File: config.mk
export PLATFORM = sky130hd
export DESIGN_NAME = kbd_line
export DESIGN_NICKNAME = d
export VERILOG_FILES = /design/src/rtl/core/kbd_pkg.sv /design/src/rtl/core/kbd_ram.sv /design/src/rtl/core/kbd_line.sv
export SDC_FILE = /design/constraint.sdc
export NUM_CORES = 2
export LEC_CHECK = 0
export ABC_AREA = 1
export BUFFER_PORTS_ARGS = -buffer_cell sky130_fd_sc_hd__buf_2
export CAP_MARGIN = 30
export CORE_ASPECT_RATIO = 0.9
export CORE_MARGIN = 4
export CORE_UTILIZATION = 53
export CTS_BUF_LIST = sky130_fd_sc_hd__clkbuf_4 sky130_fd_sc_hd__clkbuf_8
export DETAILED_ROUTE_END_ITERATION = 10
export GPL_TIMING_DRIVEN = 0
export PLACE_DENSITY = 0.69
export REMOVE_ABC_BUFFERS = 1
export SYNTH_ARGS = -nofsm -noshare
export SYNTH_HDL_FRONTEND = slang
export SYNTH_SLANG_ARGS = --single-unit
File: constraint.sdc
create_clock -name clk -period 3.8 [get_ports clk]
set_input_delay 0.76 -clock clk [delete_from_list [all_inputs] [get_ports clk]]
set_output_delay 0.76 -clock clk [all_outputs]
set_load 0.005 [all_outputs]
File: src/rtl/core/kbd_pkg.sv
package kbd_pkg;

	// Command codes carried by an input item.
	localparam logic [1:0] CMD_KEY   = 2'd0;
	localparam logic [1:0] CMD_TABLE = 2'd1;
	localparam logic [1:0] CMD_READ  = 2'd2;

	// Key action codes.
	localparam logic [1:0] ACT_RELEASE = 2'd0;
	localparam logic [1:0] ACT_PRESS   = 2'd1;

	// Configuration register indexes.
	localparam logic CFG_CAPS = 1'b0;
	localparam logic CFG_NUM  = 1'b1;

	// Result status codes.
	localparam logic [2:0] ST_IGNORED   = 3'd0;
	localparam logic [2:0] ST_APPENDED  = 3'd1;
	localparam logic [2:0] ST_ERASED    = 3'd2;
	localparam logic [2:0] ST_ENTERED   = 3'd3;
	localparam logic [2:0] ST_CANCELLED = 3'd4;
	localparam logic [2:0] ST_DROPPED   = 3'd5;
	localparam logic [2:0] ST_CLOSED    = 3'd6;
	localparam logic [2:0] ST_DONE      = 3'd7;

	// Key codes that the block acts on.
	localparam logic [7:0] K_ESC       = 8'd1;
	localparam logic [7:0] K_1         = 8'd2;
	localparam logic [7:0] K_2         = 8'd3;
	localparam logic [7:0] K_3         = 8'd4;
	localparam logic [7:0] K_4         = 8'd5;
	localparam logic [7:0] K_5         = 8'd6;
	localparam logic [7:0] K_6         = 8'd7;
	localparam logic [7:0] K_7         = 8'd8;
	localparam logic [7:0] K_8         = 8'd9;
	localparam logic [7:0] K_9         = 8'd10;
	localparam logic [7:0] K_0         = 8'd11;
	localparam logic [7:0] K_MINUS     = 8'd12;
	localparam logic [7:0] K_EQUAL     = 8'd13;
	localparam logic [7:0] K_BACKSPACE = 8'd14;
	localparam logic [7:0] K_ENTER     = 8'd28;
	localparam logic [7:0] K_GRAVE     = 8'd41;
	localparam logic [7:0] K_LSHIFT    = 8'd42;
	localparam logic [7:0] K_DOT       = 8'd52;
	localparam logic [7:0] K_SLASH     = 8'd53;
	localparam logic [7:0] K_RSHIFT    = 8'd54;
	localparam logic [7:0] K_CAPS      = 8'd58;
	localparam logic [7:0] K_NUM       = 8'd69;
	localparam logic [7:0] K_DELETE    = 8'd111;

	// Keypad key codes.
	localparam logic [7:0] KP_7     = 8'd71;
	localparam logic [7:0] KP_8     = 8'd72;
	localparam logic [7:0] KP_9     = 8'd73;
	localparam logic [7:0] KP_MINUS = 8'd74;
	localparam logic [7:0] KP_4     = 8'd75;
	localparam logic [7:0] KP_5     = 8'd76;
	localparam logic [7:0] KP_6     = 8'd77;
	localparam logic [7:0] KP_PLUS  = 8'd78;
	localparam logic [7:0] KP_1     = 8'd79;
	localparam logic [7:0] KP_2     = 8'd80;
	localparam logic [7:0] KP_3     = 8'd81;
	localparam logic [7:0] KP_0     = 8'd82;
	localparam logic [7:0] KP_DOT   = 8'd83;
	localparam logic [7:0] KP_ASTER = 8'd55;
	localparam logic [7:0] KP_ENTER = 8'd96;
	localparam logic [7:0] KP_SLASH = 8'd98;

	// Table entry layout: valid flag over the code point.
	localparam int CHAR_W   = 21;
	localparam int ENTRY_W  = 22;
	localparam int VALID_AT = 21;

	// What the second stage does with an item.
	typedef enum logic [3:0] {
		OP_NONE,
		OP_CLOSED,
		OP_LOOKUP,
		OP_ERASE,
		OP_ENTER,
		OP_CANCEL,
		OP_DROP,
		OP_TABLE,
		OP_READ
	} op_kind_t;

	typedef struct packed {
		op_kind_t kind;
		logic     done;
	} kbd_op_t;

	typedef struct packed {
		logic       forced;
		logic       fshift;
		logic [7:0] code;
	} kp_map_t;

	// Keypad keys fold onto main keys; a folded key has its shift forced.
	function automatic kp_map_t kp_map(input logic [7:0] code);
		kp_map_t r;
		r.forced = 1'b1;
		r.fshift = 1'b0;
		r.code   = code;
		unique case (code)
			KP_0:     r.code = K_0;
			KP_1:     r.code = K_1;
			KP_2:     r.code = K_2;
			KP_3:     r.code = K_3;
			KP_4:     r.code = K_4;
			KP_5:     r.code = K_5;
			KP_6:     r.code = K_6;
			KP_7:     r.code = K_7;
			KP_8:     r.code = K_8;
			KP_9:     r.code = K_9;
			KP_SLASH: r.code = K_SLASH;
			KP_ASTER: begin
				r.code   = K_8;
				r.fshift = 1'b1;
			end
			KP_MINUS: r.code = K_MINUS;
			KP_PLUS: begin
				r.code   = K_EQUAL;
				r.fshift = 1'b1;
			end
			KP_DOT:   r.code = K_DOT;
			KP_ENTER: r.code = K_ENTER;
			default:  r.forced = 1'b0;
		endcase
		return r;
	endfunction

endpackage

File: src/rtl/core/kbd_ram.sv
module kbd_ram #(
	parameter int WIDTH = 22,
	parameter int DEPTH = 512,
	parameter int AW    = (DEPTH > 1) ? $clog2(DEPTH) : 1
) (
	input  logic             clk,
	input  logic             we,
	input  logic [AW-1:0]    waddr,
	input  logic [WIDTH-1:0] wdata,
	input  logic             re,
	input  logic [AW-1:0]    raddr,
	output logic [WIDTH-1:0] rdata
);

	logic [WIDTH-1:0] mem [DEPTH];

	// One write port and one registered read port; read data holds when idle.
	always_ff @(posedge clk) begin
		if (we) begin
			mem[waddr] <= wdata;
		end
		if (re) begin
			rdata <= mem[raddr];
		end
	end

endmodule

File: src/rtl/core/kbd_line.sv
module kbd_line #(
	parameter int LINE_DEPTH = 128
) (
	input  logic                        clk,
	input  logic                        arst_n,
	input  logic                        in_valid,
	output logic                        in_stall,
	output logic                        acc,
	input  kbd_pkg::kbd_op_t            op,
	input  logic [6:0]                  read_index,
	input  logic [kbd_pkg::ENTRY_W-1:0] tbl_rdata,
	output logic                        out_valid,
	input  logic                        out_stall,
	output logic [2:0]                  status,
	output logic [7:0]                  line_length,
	output logic [20:0]                 char_out,
	output logic                        entry_done
);
	import kbd_pkg::*;

	localparam int LA = (LINE_DEPTH > 1) ? $clog2(LINE_DEPTH) : 1;
	localparam int FW = $clog2(LINE_DEPTH + 1);
	localparam logic [FW-1:0] DEPTH_F = FW'(LINE_DEPTH);

	logic              valid_s1;
	kbd_op_t           op_s1;
	logic [6:0]        ridx_s1;
	logic              fwd_s1;
	logic [CHAR_W-1:0] fwd_data_s1;
	logic [FW-1:0]     fill_q;
	logic [FW-1:0]     fill_d;
	logic              out_valid_q;
	logic [2:0]        status_q;
	logic [CHAR_W-1:0] char_q;
	logic              done_q;
	logic [7:0]        len_q;
	logic              s1_adv;
	logic              commit;
	logic              append;
	logic              line_we;
	logic [LA-1:0]     line_waddr;
	logic [CHAR_W-1:0] line_rdata;
	logic [2:0]        res_status;
	logic [CHAR_W-1:0] res_char;

	// Handshake: the output register parts the stage from the receiver.
	assign s1_adv   = !out_valid_q || !out_stall;
	assign in_stall = valid_s1 && !s1_adv;
	assign acc      = in_valid && !in_stall;
	assign commit   = valid_s1 && s1_adv;

	// Append when the slot is mapped and the line has room.
	assign append     = (op_s1.kind == OP_LOOKUP) && tbl_rdata[VALID_AT] && (fill_q < DEPTH_F);
	assign line_we    = commit && append;
	assign line_waddr = LA'(fill_q);

	// Result and new fill count of the item in the stage.
	always_comb begin
		res_status = ST_IGNORED;
		res_char   = '0;
		fill_d     = fill_q;
		unique case (op_s1.kind)
			OP_NONE:   res_status = ST_IGNORED;
			OP_CLOSED: res_status = ST_CLOSED;
			OP_LOOKUP: begin
				if (append) begin
					res_status = ST_APPENDED;
					res_char   = tbl_rdata[CHAR_W-1:0];
					fill_d     = fill_q + FW'(1);
				end else begin
					res_status = ST_DROPPED;
				end
			end
			OP_ERASE: begin
				res_status = ST_ERASED;
				if (fill_q != '0) begin
					fill_d = fill_q - FW'(1);
				end
			end
			OP_ENTER:  res_status = ST_ENTERED;
			OP_CANCEL: begin
				res_status = ST_CANCELLED;
				fill_d     = '0;
			end
			OP_DROP:   res_status = ST_DROPPED;
			OP_TABLE:  res_status = ST_DONE;
			OP_READ: begin
				res_status = ST_DONE;
				if ((11'(ridx_s1) < 11'(fill_q)) && (11'(ridx_s1) < 11'(LINE_DEPTH))) begin
					res_char = fwd_s1 ? fwd_data_s1 : line_rdata;
				end
			end
			default:   res_status = ST_IGNORED;
		endcase
	end

	// Stage valid and control.
	always_ff @(posedge clk or negedge arst_n) begin
		if (!arst_n) begin
			valid_s1    <= 1'b0;
			fill_q      <= '0;
			out_valid_q <= 1'b0;
		end else begin
			if (acc) begin
				valid_s1 <= 1'b1;
			end else if (s1_adv) begin
				valid_s1 <= 1'b0;
			end
			if (commit) begin
				fill_q <= fill_d;
			end
			if (s1_adv) begin
				out_valid_q <= valid_s1;
			end
		end
	end

	// Stage payload; a read that meets the write in flight takes its data.
	always_ff @(posedge clk) begin
		if (acc) begin
			op_s1       <= op;
			ridx_s1     <= read_index;
			fwd_s1      <= line_we && (line_waddr == LA'(read_index));
			fwd_data_s1 <= tbl_rdata[CHAR_W-1:0];
		end
		if (commit) begin
			status_q <= res_status;
			char_q   <= res_char;
			done_q   <= op_s1.done;
			len_q    <= 8'(fill_d);
		end
	end

	// Line buffer.
	kbd_ram #(
		.WIDTH (CHAR_W),
		.DEPTH (LINE_DEPTH),
		.AW    (LA)
	) u_line (
		.clk   (clk),
		.we    (line_we),
		.waddr (line_waddr),
		.wdata (tbl_rdata[CHAR_W-1:0]),
		.re    (acc && (op.kind == OP_READ)),
		.raddr (LA'(read_index)),
		.rdata (line_rdata)
	);

	assign out_valid   = out_valid_q;
	assign status      = status_q;
	assign line_length = len_q;
	assign char_out    = char_q;
	assign entry_done  = done_q;

`ifndef SYNTH
	// The fill count never passes the line depth.
	a_fill_bound: assert property (@(posedge clk) disable iff (!arst_n)
		fill_q <= DEPTH_F)
		else $error("fill count beyond line depth");

	// A buffer write grows the line by exactly one.
	a_append_grow: assert property (@(posedge clk) disable iff (!arst_n)
		line_we |=> (fill_q == $past(fill_q) + FW'(1)))
		else $error("append did not grow the line by one");

	// A closed result always reports a finished entry.
	a_closed_done: assert property (@(posedge clk) disable iff (!arst_n)
		(out_valid_q && (status_q == ST_CLOSED)) |-> done_q)
		else $error("closed result without finished entry");

	// An item held in the stage is not lost.
	a_stage_hold: assert property (@(posedge clk) disable iff (!arst_n)
		(valid_s1 && !s1_adv) |=> valid_s1)
		else $error("stalled item dropped from stage");
`endif

endmodule

[Yosys cells after proc, flatten, opt, wreduce, memory -nomap -nowiden]
Memories as Yosys holds them, arrays and structs flattened. A register that Yosys moved wholly into a read port is not among the register bits.
Cells that the tools add are included.
Word-level totals
  register bits: 77
  memory bits (writable): 2688
  input bits: 38
  output and inout bits: 36
  word-level logic and storage cells: 56
  memories kept: 1
Memory list
  u_line.mem: depth 128, bits a word 21, rd ports 1, clocked after memory_dff 1, write ports 1, line kbd_ram.sv:15  | logic [WIDTH-1:0] mem [DEPTH];
Cells by class
  add/sub/neg operators: 2
  $lt $le $gt $ge: 2
  eq/ne operators: 10
  muxes and demuxes: 13
  reductions and logical operators: 16
Operators with widths (count)
  $mux W21: 3
  $pmux W21 S2: 1
  $pmux W8 S3: 1
  $pmux W3 S7: 1
  $eq A4 B3 Y1 const B: 4
  $mux W8: 2
  $add A8 B1 Y8 const B: 1
  $eq A4 B2 Y1 const B: 2
  $eq A4 B4 Y1 const B: 2
  $logic_and A1 B1 Y1: 8
  $lt A7 B8 Y1: 1
  $lt A8 B8 Y1 const B: 1
  $reduce_bool A8 Y1: 1
  $sub A8 B1 Y8 const B: 1
  $eq A7 B7 Y1: 1
  $eq A4 B1 Y1 const B: 1
  $logic_not A1 Y1: 4
  $mux W1: 4
  $mux W3: 1
  $reduce_bool A2 Y1: 1
  $reduce_or A2 Y1: 1
  $logic_or A1 B1 Y1: 1

[Logic depth before layout (Yosys ltp)]
  depth after elaboration: 7
  mapped depth: 13
  mapped depth without buffers: 11

[Cells and area by module]
From an unflattened synthesis, not the netlist that was laid out.
Second synthesis, totals
  cells, all modules: 9272
  area, all modules: 112862.0 µm²
Modules (own cells, without submodules)
  kbd_ram: instances 1, cells each 8855, area an instance 108954.5 µm², sequential area each 81348.0 µm²
  kbd_line: instances 1, cells each 417, area an instance 3907.5 µm², sequential area each 2262.2 µm²

[Worst setup path before layout]
No wires, ideal clock.
  path type: input-to-reg
  start point: in out_stall
  end point: mem u_line.mem[0][0] (netlist name), enable pin
  library setup time: 0.425 ns
  arrival time: 2.875 ns
  required time: 3.375 ns
  path slack: 0.500 ns
  stages: 7
  buffers on the path: 0
  cells stage by stage: nand2_1 inv_2 nor2_2 inv_2 nor2_4 inv_2 nor3_1
On the way
  cells in the longest elaborated chain, start to end: 6
Ends and longest elaborated chain
  from (decl): line kbd_line.sv:13  | input logic out_stall,
  $logic_not A1 Y1: line kbd_line.sv:47  | assign s1_adv = !out_valid_q || !out_stall;
  $logic_or A1 B1 Y1: line kbd_line.sv:47
  $logic_and A1 B1 Y1: line kbd_line.sv:50  | assign commit = valid_s1 && s1_adv;
  $logic_and A1 B1 Y1: line kbd_line.sv:54  | assign line_we = commit && append;
  $mux W1: line kbd_ram.sv:19  | if (we) begin
  $mux W1 (implied by the code): line kbd_ram.sv:20  | mem[waddr] <= wdata;
  to (decl): line kbd_ram.sv:15
No other way between the ends.

==> summary.txt <==
CTS
  • Clk_lat worst skew: between 1 and 1.5 ns
  • Root Buffer: sky130_fd_sc_hd__clkbuf_8
  • Clock tree from TritonCTS: done
  • CTS Buffer Depth: 4
  • Clk pin slew, worst setup/hold paths: 0.06 ns
  • Clock buffers created by TritonCTS: 429
  • Number of clock sinks seen by CTS: ~2800
  • Number of H-tree branching levels: 5

Global route
  • Overflow left after global routing: 0
  • Number of antenna violations at the first check in global routing: 13
  • Pin count of the biggest net entering global routing: 206
  • First-pass GRT wire length: 451000 um
  • Total GRT Usage: 0.273
  • Via count of the first global-routing pass: 70328

Timing
  • Post-route fraction of the period consumed by the critical path: 0.989
  • Final critical-path required period: 3.76 ns
  • Final hold violation count: 0
  • Final setup violation count: 0
  • Setup clock skew after layout: roughly 0.063 ns
  • Worst slew margin relative to its limit: 0.179
  • Max Fclk: around 270 MHz
  • Hold WS: between 0.1 and 0.15 ns
  • RSZ-0062 raised after global routing: false
  • Tightest Pin Transition: 1.23 ns
  • Max-slew violation total from the final report: 0
  • Least setup slack across all paths after layout: ~0.04 ns

Yosys
  • Flip-flop and latch count after synthesis: 2786
  • Prevailing post-synth register cell: sky130_fd_sc_hd__edfxtp_1
  • Post-synthesis cell area: 113000 sq um
  • Post-synthesis instance total: around 9200
  • Most common cell in the netlist: sky130_fd_sc_hd__nand2_1
  • Share of Yosys cell area claimed by the top area cell type: 0.740
  • Yosys warns: 0
  • Async set or reset register ratio after synthesis: 0.00359
  • Share of the yosys chip area belonging to registers: 0.742
  • Biggest area consumer among synthesized cells: sky130_fd_sc_hd__edfxtp_1
  • Number of enable flip-flop cells after synthesis: 2776
  • Avg Synthesized Cell Area: 12.3 sq um
  • Commonest cells post-synth: 2825 x sky130_fd_sc_hd__nand2_1, 2776 x sky130_fd_sc_hd__edfxtp_1, 2662 x sky130_fd_sc_hd__nand3_1
  • Biggest area contributors in the synthesized netlist: sky130_fd_sc_hd__edfxtp_1 74%, sky130_fd_sc_hd__nand3_1 12%, sky130_fd_sc_hd__nand2_1 9.4%
  • Count of unique library cells instantiated by Yosys: 36

Worst setup path
  • Worst path arrival time: 4.66 ns
  • Library cell appearing most often on the critical path: sky130_fd_sc_hd__nand3_1
  • Required time at the endpoint of the critical path: approximately 4.7 ns
  • Worst setup slack for register-to-register paths: ~0.08 ns
  • Critical path capture point type: flip-flop
  • Crit-path slowest cell: sky130_fd_sc_hd__buf_8
  • Depth of the worst register-to-register path: 10
  • Depth of the critical timing path with buffers and inverters included: 12
  • Type of the setup path with the least slack: input pin to flip-flop
  • Largest stage delay on the critical path: ~0.48 ns
  • Startpoint type of the worst setup path: input pin
  • Worst path cell trace: buf_8, buf_16, inv_8, buf_16, buf_16, nand3_1, nand3_1, nand3_1, nand3_1, nand3_1, nand3_1, nand2_1
  • Crit-path max FO: between 100 and 150
  • Cell family with most CP delay: buffers and inverters
  • Number of buffers and inverters on the critical path: 5

Hold path
  • Worst min path class: input pin to flip-flop
  • Hold Path Cell Cnt: 3

Floorplanning
  • Overall die height: 445 um
  • Die area: 220000 sq um
  • I/O pin count: 74
  • Site Rows: 160
  • Initial core utilization: 0.533
  • Area of the placeable core: ~210000 sq um
  • Chip width: 494 um

Detailed routing
  • Initial drt markers: 10635
  • Detail-routed net length per standard cell: 24.7 um
  • Pre-antenna DRT Iters: 6
  • Number of remaining DRC errors: 0
  • Antenna-violating nets left: 0
  • Aggregate routed wire length: slightly above 300000 um
  • Via/cell ratio: approximately 6
  • Vias: 74712

Pwr
  • Leakage power: 44.1 nW
  • Worst VDD drop: 0.278 mV
  • Areal power density over the cells: between 400 and 500 nW/um^2

Place
  • Weighted congestion reported at the end of routability-driven placement: 0.838
  • Count of input and output buffers: 73
  • Setup Slack @ Placement: -1.84 ns
  • DPL Wire Length: 167000 um

Outcome
  • Run status: completed

Finish
  • Share of final-layout standard cells stronger than drive strength 1: 0.116
  • Number of nets in the layout: ~9400
  • Syn-to-layout area delta: 12.4%

Run
  • Number of maximum-capacitance constraint violations: 0
-- metrics by stage --
stage               instances  total power [mW]  setup TNS (ns)  utilization  cell area [sq um]
finish                  12468              62.4               0        0.599             127000
global placement        11480              39.7               -        0.535             113000
floorplan                8572              37.1         -913.77            -             109000
CTS                     12454              62.4         -0.0891        0.598             126000
detailed placement      11652              39.1         -889.24        0.556             118000
global route            12465              64.3               0        0.599             127000
-- logic make-up after synthesis --
family,Yosys count,share of synthesized area
XOR/XNOR,8,0.000622
multiplexers,21,0.00210
buffers and inverters,652,0.0318
AO/OA/AOI/OAI,49,0.00234
AND/OR/NAND/NOR,5661,0.220
flip-flops,2786,0.742
adder cells (fa/ha/maj),9,0.00100
-- cell type report --
type,instances,area (sq um)
Antenna cell,9,22.5
Clock buffer,598,7240
Clock inverter,141,701
Fill cell,15957,84800
Inverter,38,193
Multi-Input combinational cell,5752,26100
Sequential cell,2786,83600
Tap cell,2835,3550
Timing Repair Buffer,309,5150
-- worst reg2reg max path, stage by stage, from the launching register on --
cell and delay, ns:
sky130_fd_sc_hd__dfrtp_1 0.48, sky130_fd_sc_hd__nand2_2 0.25, sky130_fd_sc_hd__inv_2 0.15, sky130_fd_sc_hd__nor2_4 0.49, sky130_fd_sc_hd__inv_2 0.15, sky130_fd_sc_hd__nor2_4 0.13
sky130_fd_sc_hd__inv_2 0.12, sky130_fd_sc_hd__nor2_8 0.17, sky130_fd_sc_hd__nand2_2 0.28, sky130_fd_sc_hd__buf_12 0.29, sky130_fd_sc_hd__nor2_4 0.79
-- registers in the layout, indices dropped and copies added, names as in the netlist, 3 cells and up --
| signal | cells |
|---|---|
| status | 3 |
| ridx_s1 | 7 |
| op_s1 | 5 |
| fwd_data_s1 | 21 |
| char_out | 21 |
| fill_q | 8 |
| u_line.mem | 2688 |
| u_line.rdata | 21 |
| line_length | 8 |
-- where the power goes --
part	switching [mW]	internal, mW	leakage [nW]
Sequential	0.181	33.9	25.1
Clock	11.2	12.5	4.23
Combinational	3.43	1.13	14.7
Total	14.8	47.6	44.1
-- per-layer routing --
layer	up-vias	routed length, um	global-route usage
met1	36232	118000	0.391
met4	2	12600	0.112
met2	4601	141000	0.414
li1	33176	-	-
met5	-	10	0
met3	701	36200	0.0550
-- path summary, 6_finish.rpt --
path | startpoint | endpoint
setup reg to reg | out_valid | u_line.mem[104][11]
hold / removal | out_stall | out_valid
setup / recovery | read_index[1] | u_line.rdata[8]
hold reg to reg | op_s1[0] | entry_done
min in group asynchronous | arst_n | out_valid
max in group asynchronous | arst_n | valid_s1
-- timing repair --
item	CTS	global route
hold buffers	6	0
cloned	8	3
pin swaps	21	0
endpoints found under the setup margin	1402	119
gates resized for setup	28	6
hold endpoints to repair	15	0
buffers inserted	49	0
-- cell usage in the layout (no fill, tap or decap), types with 35 or more instances in the layout --
master                        n
sky130_fd_sc_hd__buf_16      97
sky130_fd_sc_hd__buf_2       47
sky130_fd_sc_hd__buf_4       52
sky130_fd_sc_hd__buf_8       66
sky130_fd_sc_hd__clkbuf_4   159
sky130_fd_sc_hd__clkbuf_8   439
sky130_fd_sc_hd__clkinv_1   109
sky130_fd_sc_hd__edfxtp_1  2776
sky130_fd_sc_hd__nand2_1   2824
sky130_fd_sc_hd__nand3_1   2660
sky130_fd_sc_hd__nor2_2      74
sky130_fd_sc_hd__nor2_4      63
sky130_fd_sc_hd__o21ai_0     35
Power figures use the tool's default switching activity.
